[config.mk]
export PLATFORM = sky130hd
export DESIGN_NAME = circular_deque_unit
export DESIGN_NICKNAME = d
export VERILOG_FILES = /design/src/hw/rtl/cdq_pkg.sv /design/src/hw/rtl/cdq_ram.sv /design/src/hw/rtl/circular_deque_unit.sv
export SDC_FILE = /design/constraint.sdc
export NUM_CORES = 1
export LEC_CHECK = 0
export BUFFER_PORTS_ARGS = -buffer_cell sky130_fd_sc_hd__buf_2
export CAP_MARGIN = 10
export CORE_MARGIN = 4
export CORE_UTILIZATION = 60
export CTS_CLUSTER_DIAMETER = 150
export DETAILED_ROUTE_END_ITERATION = 16
export PLACE_DENSITY = 0.77
export SYNTH_ARGS = -nofsm -noshare
export SYNTH_HDL_FRONTEND = slang
export SYNTH_SLANG_ARGS = --single-unit
export TNS_END_PERCENT = 20
[constraint.sdc]
create_clock -name clock -period 4.9 [get_ports clock]
set_input_delay 0.49 -clock clock [delete_from_list [all_inputs] [get_ports clock]]
set_output_delay 0.49 -clock clock [all_outputs]
set_load 0.01 [all_outputs]
[src/hw/rtl/cdq_pkg.sv]
// Shared types and constants of the circular deque unit.
// Used by the top level and by its checker; depends on nothing.
`default_nettype none

package cdq_pkg;

   localparam int unsigned DATA_W = 32;

   // Refused delete reads all ones.
   localparam logic [DATA_W-1:0] REFUSED_READ = '1;

   typedef enum logic [1:0] {
      CMD_PUSH_FRONT = 2'd0,
      CMD_PUSH_REAR  = 2'd1,
      CMD_POP_FRONT  = 2'd2,
      CMD_POP_REAR   = 2'd3
   } cmd_type;

   typedef enum logic [1:0] {
      ST_DONE  = 2'd0,
      ST_FULL  = 2'd1,
      ST_EMPTY = 2'd2
   } status_type;

   // One transaction waiting between accept and the output register.
   typedef struct packed {
      logic              use_ram;
      logic [DATA_W-1:0] read_value;
      status_type        status;
      logic              now_empty;
      logic              now_full;
   } stage_type;

endpackage

`default_nettype wire

[src/hw/rtl/cdq_ram.sv]
// Generic single-clock RAM, one write port and one read port, registered read.
// Depends on nothing.
`default_nettype none

module cdq_ram #(
   parameter int unsigned WIDTH = 32,
   parameter int unsigned DEPTH = 8
) (
   input  wire logic                     clock,
   input  wire logic                     wr_en,
   input  wire logic [$clog2(DEPTH)-1:0] wr_addr,
   input  wire logic [WIDTH-1:0]         wr_data,
   input  wire logic                     rd_en,
   input  wire logic [$clog2(DEPTH)-1:0] rd_addr,
   output logic      [WIDTH-1:0]         rd_data
);

   logic [WIDTH-1:0] mem_ff [DEPTH];
   logic [WIDTH-1:0] rd_data_ff;

   // Write and registered read; read data holds when no read is issued.
   always_ff @(posedge clock) begin
      if (wr_en) begin
         mem_ff[wr_addr] <= wr_data;
      end
      if (rd_en) begin
         rd_data_ff <= mem_ff[rd_addr];
      end
   end

   assign rd_data = rd_data_ff;

endmodule

`default_nettype wire

[src/hw/rtl/circular_deque_unit.sv]
// Circular deque unit: double-ended queue of DEPTH signed 32-bit words in a RAM ring.
// Depends on cdq_pkg and cdq_ram.
//
// Usage:
//   Request channel (req_valid/req_ready) carries a command and a value:
//   insert at front, insert at rear, delete from front, delete from rear.
//   Response channel (rsp_valid/rsp_ready) returns one transaction per
//   request: the removed word (-1 on a refused delete, 0 on an insert),
//   a status (done, refused full, refused empty) and the empty/full flags
//   after the operation.
//   Indices and the empty flag update at acceptance; the words live in a
//   RAM with a registered read, so a delete's word is read from the RAM
//   at acceptance and waits in its read register until the stage moves.
//   Path: each accepted transaction passes the staging register, then the
//   output register that drives rsp_valid.
//   Throughput: one transaction per cycle while the receiver takes them;
//   each operation makes at most one RAM access.
//   Stall: a staging register and the output register hold up to two
//   finished transactions; req_ready drops only when both are occupied.
//   Reset: indices go to 0, the deque is empty, both registers are empty.
`default_nettype none

module circular_deque_unit import cdq_pkg::*; #(
   parameter int unsigned DEPTH = 8
) (
   input  wire logic               clock,
   input  wire logic               reset,
   input  wire logic               req_valid,
   output logic                    req_ready,
   input  wire logic [1:0]         req_command,
   input  wire logic signed [31:0] req_value,
   output logic                    rsp_valid,
   input  wire logic               rsp_ready,
   output logic signed [31:0]      rsp_read_value,
   output logic [1:0]              rsp_status,
   output logic                    rsp_now_empty,
   output logic                    rsp_now_full
);

   localparam int unsigned IDX_W = $clog2(DEPTH);
   localparam logic [IDX_W-1:0] LAST_IDX = IDX_W'(DEPTH - 1);

   function automatic logic [IDX_W-1:0] next_slot(input logic [IDX_W-1:0] i);
      next_slot = (i == LAST_IDX) ? '0 : i + 1'b1;
   endfunction

   function automatic logic [IDX_W-1:0] prev_slot(input logic [IDX_W-1:0] i);
      prev_slot = (i == '0) ? LAST_IDX : i - 1'b1;
   endfunction

   logic [IDX_W-1:0]  front_ff, front_in;
   logic [IDX_W-1:0]  rear_ff, rear_in;
   logic              empty_ff, empty_in;
   logic              stg_valid_ff;
   stage_type         stg_ff, stg_in;
   logic              out_valid_ff;
   logic [DATA_W-1:0] out_value_ff;
   status_type        out_status_ff;
   logic              out_empty_ff;
   logic              out_full_ff;

   logic              accept;
   logic              stg_move;
   logic              full_now;
   logic              wr_en;
   logic [IDX_W-1:0]  wr_addr;
   logic              rd_en;
   logic [IDX_W-1:0]  rd_addr;
   logic [DATA_W-1:0] rd_data;
   cmd_type           cmd;

   // Ring storage
   cdq_ram #(
      .WIDTH (DATA_W),
      .DEPTH (DEPTH)
   ) u_cdq_ram (
      .clock   (clock),
      .wr_en   (wr_en),
      .wr_addr (wr_addr),
      .wr_data (req_value),
      .rd_en   (rd_en),
      .rd_addr (rd_addr),
      .rd_data (rd_data)
   );

   // Handshakes
   assign stg_move  = stg_valid_ff && (!out_valid_ff || rsp_ready);
   assign req_ready = !stg_valid_ff || stg_move;
   assign accept    = req_valid && req_ready;
   assign cmd       = cmd_type'(req_command);
   assign full_now  = !empty_ff && (next_slot(rear_ff) == front_ff);

   // Decode the command: move indices, write or read one RAM entry
   always_comb begin
      front_in          = front_ff;
      rear_in           = rear_ff;
      empty_in          = empty_ff;
      wr_en             = 1'b0;
      wr_addr           = front_ff;
      rd_en             = 1'b0;
      rd_addr           = front_ff;
      stg_in.use_ram    = 1'b0;
      stg_in.read_value = '0;
      stg_in.status     = ST_DONE;
      unique case (cmd)
         CMD_PUSH_FRONT, CMD_PUSH_REAR: begin
            if (full_now) begin
               stg_in.status = ST_FULL;
            end else begin
               wr_en = accept;
               if (empty_ff) begin
                  front_in = '0;
                  rear_in  = '0;
                  empty_in = 1'b0;
                  wr_addr  = '0;
               end else if (cmd == CMD_PUSH_FRONT) begin
                  front_in = prev_slot(front_ff);
                  wr_addr  = front_in;
               end else begin
                  rear_in = next_slot(rear_ff);
                  wr_addr = rear_in;
               end
            end
         end
         CMD_POP_FRONT, CMD_POP_REAR: begin
            if (empty_ff) begin
               stg_in.status     = ST_EMPTY;
               stg_in.read_value = REFUSED_READ;
            end else begin
               rd_en          = accept;
               stg_in.use_ram = 1'b1;
               rd_addr        = (cmd == CMD_POP_FRONT) ? front_ff : rear_ff;
               if (front_ff == rear_ff) begin
                  empty_in = 1'b1;
                  front_in = '0;
                  rear_in  = '0;
               end else if (cmd == CMD_POP_FRONT) begin
                  front_in = next_slot(front_ff);
               end else begin
                  rear_in = prev_slot(rear_ff);
               end
            end
         end
         default: begin
            stg_in.status = ST_DONE;
         end
      endcase
      stg_in.now_empty = empty_in;
      stg_in.now_full  = !empty_in && (next_slot(rear_in) == front_in);
   end

   // Deque control state and stage/output valid flags
   always_ff @(posedge clock) begin
      if (reset) begin
         front_ff     <= '0;
         rear_ff      <= '0;
         empty_ff     <= 1'b1;
         stg_valid_ff <= 1'b0;
         out_valid_ff <= 1'b0;
      end else begin
         if (accept) begin
            front_ff <= front_in;
            rear_ff  <= rear_in;
            empty_ff <= empty_in;
         end
         if (accept) begin
            stg_valid_ff <= 1'b1;
         end else if (stg_move) begin
            stg_valid_ff <= 1'b0;
         end
         if (stg_move) begin
            out_valid_ff <= 1'b1;
         end else if (rsp_ready) begin
            out_valid_ff <= 1'b0;
         end
      end
   end

   // Payload registers: capture at accept, advance stage into output
   always_ff @(posedge clock) begin
      if (accept) begin
         stg_ff <= stg_in;
      end
      if (stg_move) begin
         out_value_ff  <= stg_ff.use_ram ? rd_data : stg_ff.read_value;
         out_status_ff <= stg_ff.status;
         out_empty_ff  <= stg_ff.now_empty;
         out_full_ff   <= stg_ff.now_full;
      end
   end

   assign rsp_valid      = out_valid_ff;
   assign rsp_read_value = $signed(out_value_ff);
   assign rsp_status     = out_status_ff;
   assign rsp_now_empty  = out_empty_ff;
   assign rsp_now_full   = out_full_ff;

endmodule

`default_nettype wire

; ---- After elaboration in Yosys (flattened, before gate mapping)
; Memory sizes are Yosys's and may differ from the RTL's. A register that Yosys moved wholly into a read port is not among the register bits.
; Cells that the tools add are included.
[word_totals]
reg_bits = 82
mem_bits_rw = 256
input_bits = 38
out_inout_bits = 38
wordCells = 91
memories = 1
[op_classes]
n_addsub = 5
n_eq_ne = 9
n_mux = 45
n_reduce_logical = 17
[memory_table]
columns = memory, words, width, read_ports, rd_ports_with_merged_regs, wr, line
row1 = u_cdq_ram.mem_ff, 8, 32, 1, 1, 1, cdq_ram.sv:18  ; logic [WIDTH-1:0] mem_ff [DEPTH];
[ops]
columns = cell, n
row1 = $mux 3, 24
row2 = $mux 34, 1
row3 = $mux 32, 1
row4 = $mux 1, 15
row5 = $pmux 3 s2, 2
row6 = $add 3x1->3 const B, 3
row7 = $eq 3x3->1, 3
row8 = $eq 3x3->1 const B, 3
row9 = $logic_not 3->1, 2
row10 = $sub 3x1->3 const B, 2
row11 = $eq 2x2->1 const B, 2
row12 = $logic_and 1x1->1, 4
row13 = $logic_not 1->1, 4
row14 = $pmux 2 s2, 1
row15 = $reduce_bool 2->1, 2
row16 = $reduce_or 2->1, 2
row17 = $eq 2x1->1 const B, 1
row18 = $logic_not 2->1, 1
row19 = $logic_or 1x1->1, 2
row20 = $pmux 1 s2, 1

; ---- Longest topological paths before layout
[logic_depth]
word_depth = 10
depth_mapped = 14
ltp_nobuf = 13

; ---- Cells and area by module
; Synthesis repeated with hierarchy kept, for this count alone.
[hier_totals]
hier_cells = 686
area_unflattened_um2 = 13519.2
[modules_own_cells]
columns = mod, instances, cells_each, area_each_um2, seq_area_each_um2
row1 = cdq_ram, 1, 415, 10786.6, 8648.3
row2 = circular_deque_unit, 1, 271, 2732.6, 1411.4

; ---- Least setup slack after synthesis
; No wires, ideal clock.
[synth_timing]
kind = reg2reg
from = register rear_ff[0]
to = memory u_cdq_ram.mem_ff[1][0], enable pin
setup_time_ps = 421
arrival_ps = 3391
t_required_ps = 4479
setup_slack_ps = 1088
stages_incl_launch_ff = 11
path_buffers = 2
period_less_slack_ps = 3812
path_cell_list = dfxtp_1 -> buf_6 -> inv_1 -> ha_1 -> and4b_1 -> a22oi_1 -> o311a_1 -> buf_6 -> a21boi_0 -> o21a_1 -> nor2_1
[synth_between]
elab_chain_len = 8
word_cells_on_any_way = 13
cone_classes = 1 x add/sub / 2 x eq/ne / 9 x mux / 1 x reduce/logical
[synth_rtl]
columns = item, line
row1 = from (decl), circular_deque_unit.sv:52  ; logic [IDX_W-1:0] rear_ff, rear_in;
row2 = from (signal assigned), circular_deque_unit.sv:163  ; rear_ff <= rear_in;
row3 = $add 3x1->3 / $eq 3x3->1 (equally long branches), circular_deque_unit.sv:44  ; next_slot = (i == LAST_IDX) ? '0 : i + 1'b1;
row4 = $mux 3 *, circular_deque_unit.sv:44
row5 = $eq 3x3->1, circular_deque_unit.sv:91  ; assign full_now = !empty_ff && (next_slot(rear_ff) == front_ff);
row6 = $logic_and 1x1->1, circular_deque_unit.sv:91
row7 = $mux 1, circular_deque_unit.sv:107  ; if (full_now) begin
row8 = $mux 1, circular_deque_unit.sv:105  ; unique case (cmd)
row9 = $mux 1, cdq_ram.sv:23  ; if (wr_en) begin
row10 = $mux 1 (implied by the code), cdq_ram.sv:24  ; mem_ff[wr_addr] <= wr_data;
row11 = to (decl), cdq_ram.sv:18
; Mark *: on every way between the ends. The rest lies on a longest branch, timed or not.

; ---- Worst setup path in the final report
[layout_timing]
from = register rear_ff[0]
to = memory u_cdq_ram.mem_ff[6][23], enable pin
; Same word-level chain as after synthesis.

==> results_dict.tcl <==
set metrics [dict create \
    status "complete, no violations" \
    cts.repair.resized 0 \
    synth_common_cells "edfxtp_1, nand2_1, mux4_2" \
    cts-htree-levels 2 \
    crit_path_start_kind "flop" \
    placed_cells 1038 \
    hp-class "in -> reg" \
    die-height_microns 157 \
    drt-wirelength-per-cell_microns 23.9 \
    netlist.area_leader.share_pct 74.0 \
    synth_flop_cell "edfxtp_1" \
    path_cells "inv_1 > ha_1 > and4b_1 > a22oi_1 > o311a_1 > a21boi_0 > o21ai_0 > clkbuf_4 > nor2_4 > buf_4" \
    cts_buffers 35 \
    io_pins 76 \
    end_kind "flop" \
    die_x_microns 157 \
    worstPathArrival_ns 4.15 \
    drive_above_1_share_pct 31.2 \
    setup_viol 0 \
    fin_area_sq_um 15200 \
    synth.most_common_cell "edfxtp_1" \
    first_global_vias 7014 \
    yosysWarningCount 0 \
    syn-cell-area_sq_um 13400 \
    ys_types 55 \
    clk_pin_slew_ns 0.05 \
    cp.required_ns 5.07 \
    rsz0062_at_grt "false" \
    criticalPathCategory "reg -> reg" \
    synth_area_leaders "edfxtp_1, mux4_2, mux2_2" \
    viasPerCell 6.13 \
    path_buf_inv 3 \
    synth_seq_cells 338 \
    n_antenna_cell 0 \
    die_area_sq_um 24700 \
    dpl_cell_area_sq_um 14100 \
    slew_headroom_pct 17.4 \
    path_max_fanout 19 \
    final_hold_viol_count 0 \
    clk_path_buf_depth 3 \
    grt_pass1_wl_microns 41300 \
    syn-num-nets 749 \
    track_usage_pct 22.3 \
    cts_tree "done" \
    ys_seq_area_share_pct 75.3 \
    drv_slew 0 \
    cts.sinks 338 \
    power_uw 6160 \
    syn_to_final_growth_pct 14.0 \
    drt-initial-drc-count 589 \
    synthArstFlopShare_pct 0 \
    cts_setup_buffers 0 \
    grt_max_degree 45 \
    coreArea_sq_um 21800 \
    wl_microns 26300 \
    drc_errors 0 \
    period_minus_slack_ns 3.98 \
    power_density_nw_per_um2 405 \
    crit_family "compound AO/OA/AOI/OAI gates" \
    num_rows 54 \
    antenna_found_initial 0 \
    gp_congestion 0.901 \
    ir_drop_uv 264 \
    initial_core_util_pct 61.2 \
    first_pass_iters 6 \
    setup_tns_ns 0 \
    worst_pin_slew_ns 1.24 \
    avgSynthCellArea_sq_um 19.0 \
    cts_hold_buf 0 \
    p_leak_uw 0.00525 \
    synthCells 701 \
    gr-total-overflow 0 \
    crit_slowest_cell "dfxtp_1" \
    ant_nets 0 \
    max_freq_mhz 251 \
    synth_edf_count 329 \
    layout.nets 844 \
    cts_root_buf "clkbuf_16" \
    stdcell_count 1101 \
    port_buffers 75 \
    dp.final_hpwl_microns 15300 \
    max_stage_delay_ns 0.56 \
    period_share_pct 81.2 \
    vias 6748 \
    cap_violations 0 \
    finClkSkew_ns 0.0124 \
    clock_latency_ns 0.51 \
    yosysTopAreaCell "edfxtp_1" \
]
## layer usage
metal	global-route usage, %	part of all wire (%)	vias to the layer above
met5	0	0	-
met4	6.39	2.3	0
met3	3.79	6.6	45
met2	37.1	51	268
met1	31.0	40	3463
li1	-	-	2972
## stage by stage
stage          setup WS (ns)  hold WS, ns  utilization, %
2_1_floorplan           1.09        0.400               -
3_3_place_gp           0.985        0.407            64.8
3_5_place_dp           0.788        0.407            64.8
4_1_cts                0.656        0.200            69.7
5_1_grt                0.694        0.227            69.7
6_report               0.923        0.215            69.7
## layout make-up
class | instances | area [sq um]
Timing Repair Buffer | 92 | 515
Fill cell | 1337 | 6610
Clock inverter | 17 | 125
Multi-Input combinational cell | 314 | 3170
Sequential cell | 338 | 10100
Clock buffer | 45 | 935
Tap cell | 280 | 350
Inverter | 15 | 56.3
## registers in the layout (all words and copies together), names as in the netlist, 2 cells and up
name / flops
front_ff: 3
u_cdq_ram.mem_ff: 256
u_cdq_ram.rd_data: 32
rsp_status: 2
rsp_read_value: 32
rear_ff: 3
stg_ff: 5
## placed cells by master (no fill, tap or decap), types with 3 or more instances in the layout
cell type,instances
nor3_1,4
edfxtp_1,329
buf_4,15
nand3_1,3
a211oi_1,5
o21ai_0,12
nor2b_1,4
clkinv_1,5
xnor2_1,3
inv_1,14
xor2_1,4
clkbuf_1,9
clkbuf_16,36
o21a_1,5
clkinv_2,7
nand2_1,74
a211o_1,3
mux2_2,32
a21oi_1,13
dfxtp_1,9
nor2_1,24
nor2_4,9
o211ai_1,3
nand2b_1,5
mux4_2,64
buf_2,75
ha_1,10
## cells by family (layout without fill, tap and decap cells)
family	count (synthesis)	in the layout	synth area share [%]
DFF	338	338	75.3
buffers and inverters	49	169	1.71
muxes	99	99	13.7
adders and majority gates	10	10	0.937
and+or+nand+nor	135	135	4.40
xor gates and xnor gates	7	7	0.459
AOI/OAI and AO/OA	63	63	3.43
## path summary, 6_finish.rpt
check | start | end | slack [ns] | depth (start not counted)
max | rear_ff[0] | u_cdq_ram.mem_ff[6][23] | 0.92 | 10
min | req_valid | stg_valid_ff | 0.21 | 3
max reg2reg | rear_ff[0] | u_cdq_ram.mem_ff[6][23] | 0.92 | 10
min reg2reg | stg_ff[2] | rsp_status[0] | 0.42 | 0
## where the power goes
| group | total (uW) | switching (uW) | internal (uW) |
|---|---|---|---|
| clock | 2440 | 1030 | 1410 |
| sequential | 3280 | 28.0 | 3250 |
| combinational | 443 | 257 | 185 |
## worst register-to-register path, stage by stage, from the launching register on
cell and delay, ns:
dfxtp_1 0.56, inv_1 0.17, ha_1 0.40, and4b_1 0.26
a22oi_1 0.20, o311a_1 0.41, a21boi_0 0.28, o21ai_0 0.22
clkbuf_4 0.27, nor2_4 0.44, buf_4 0.41
Note: power is estimated with default switching activity, not from simulation.
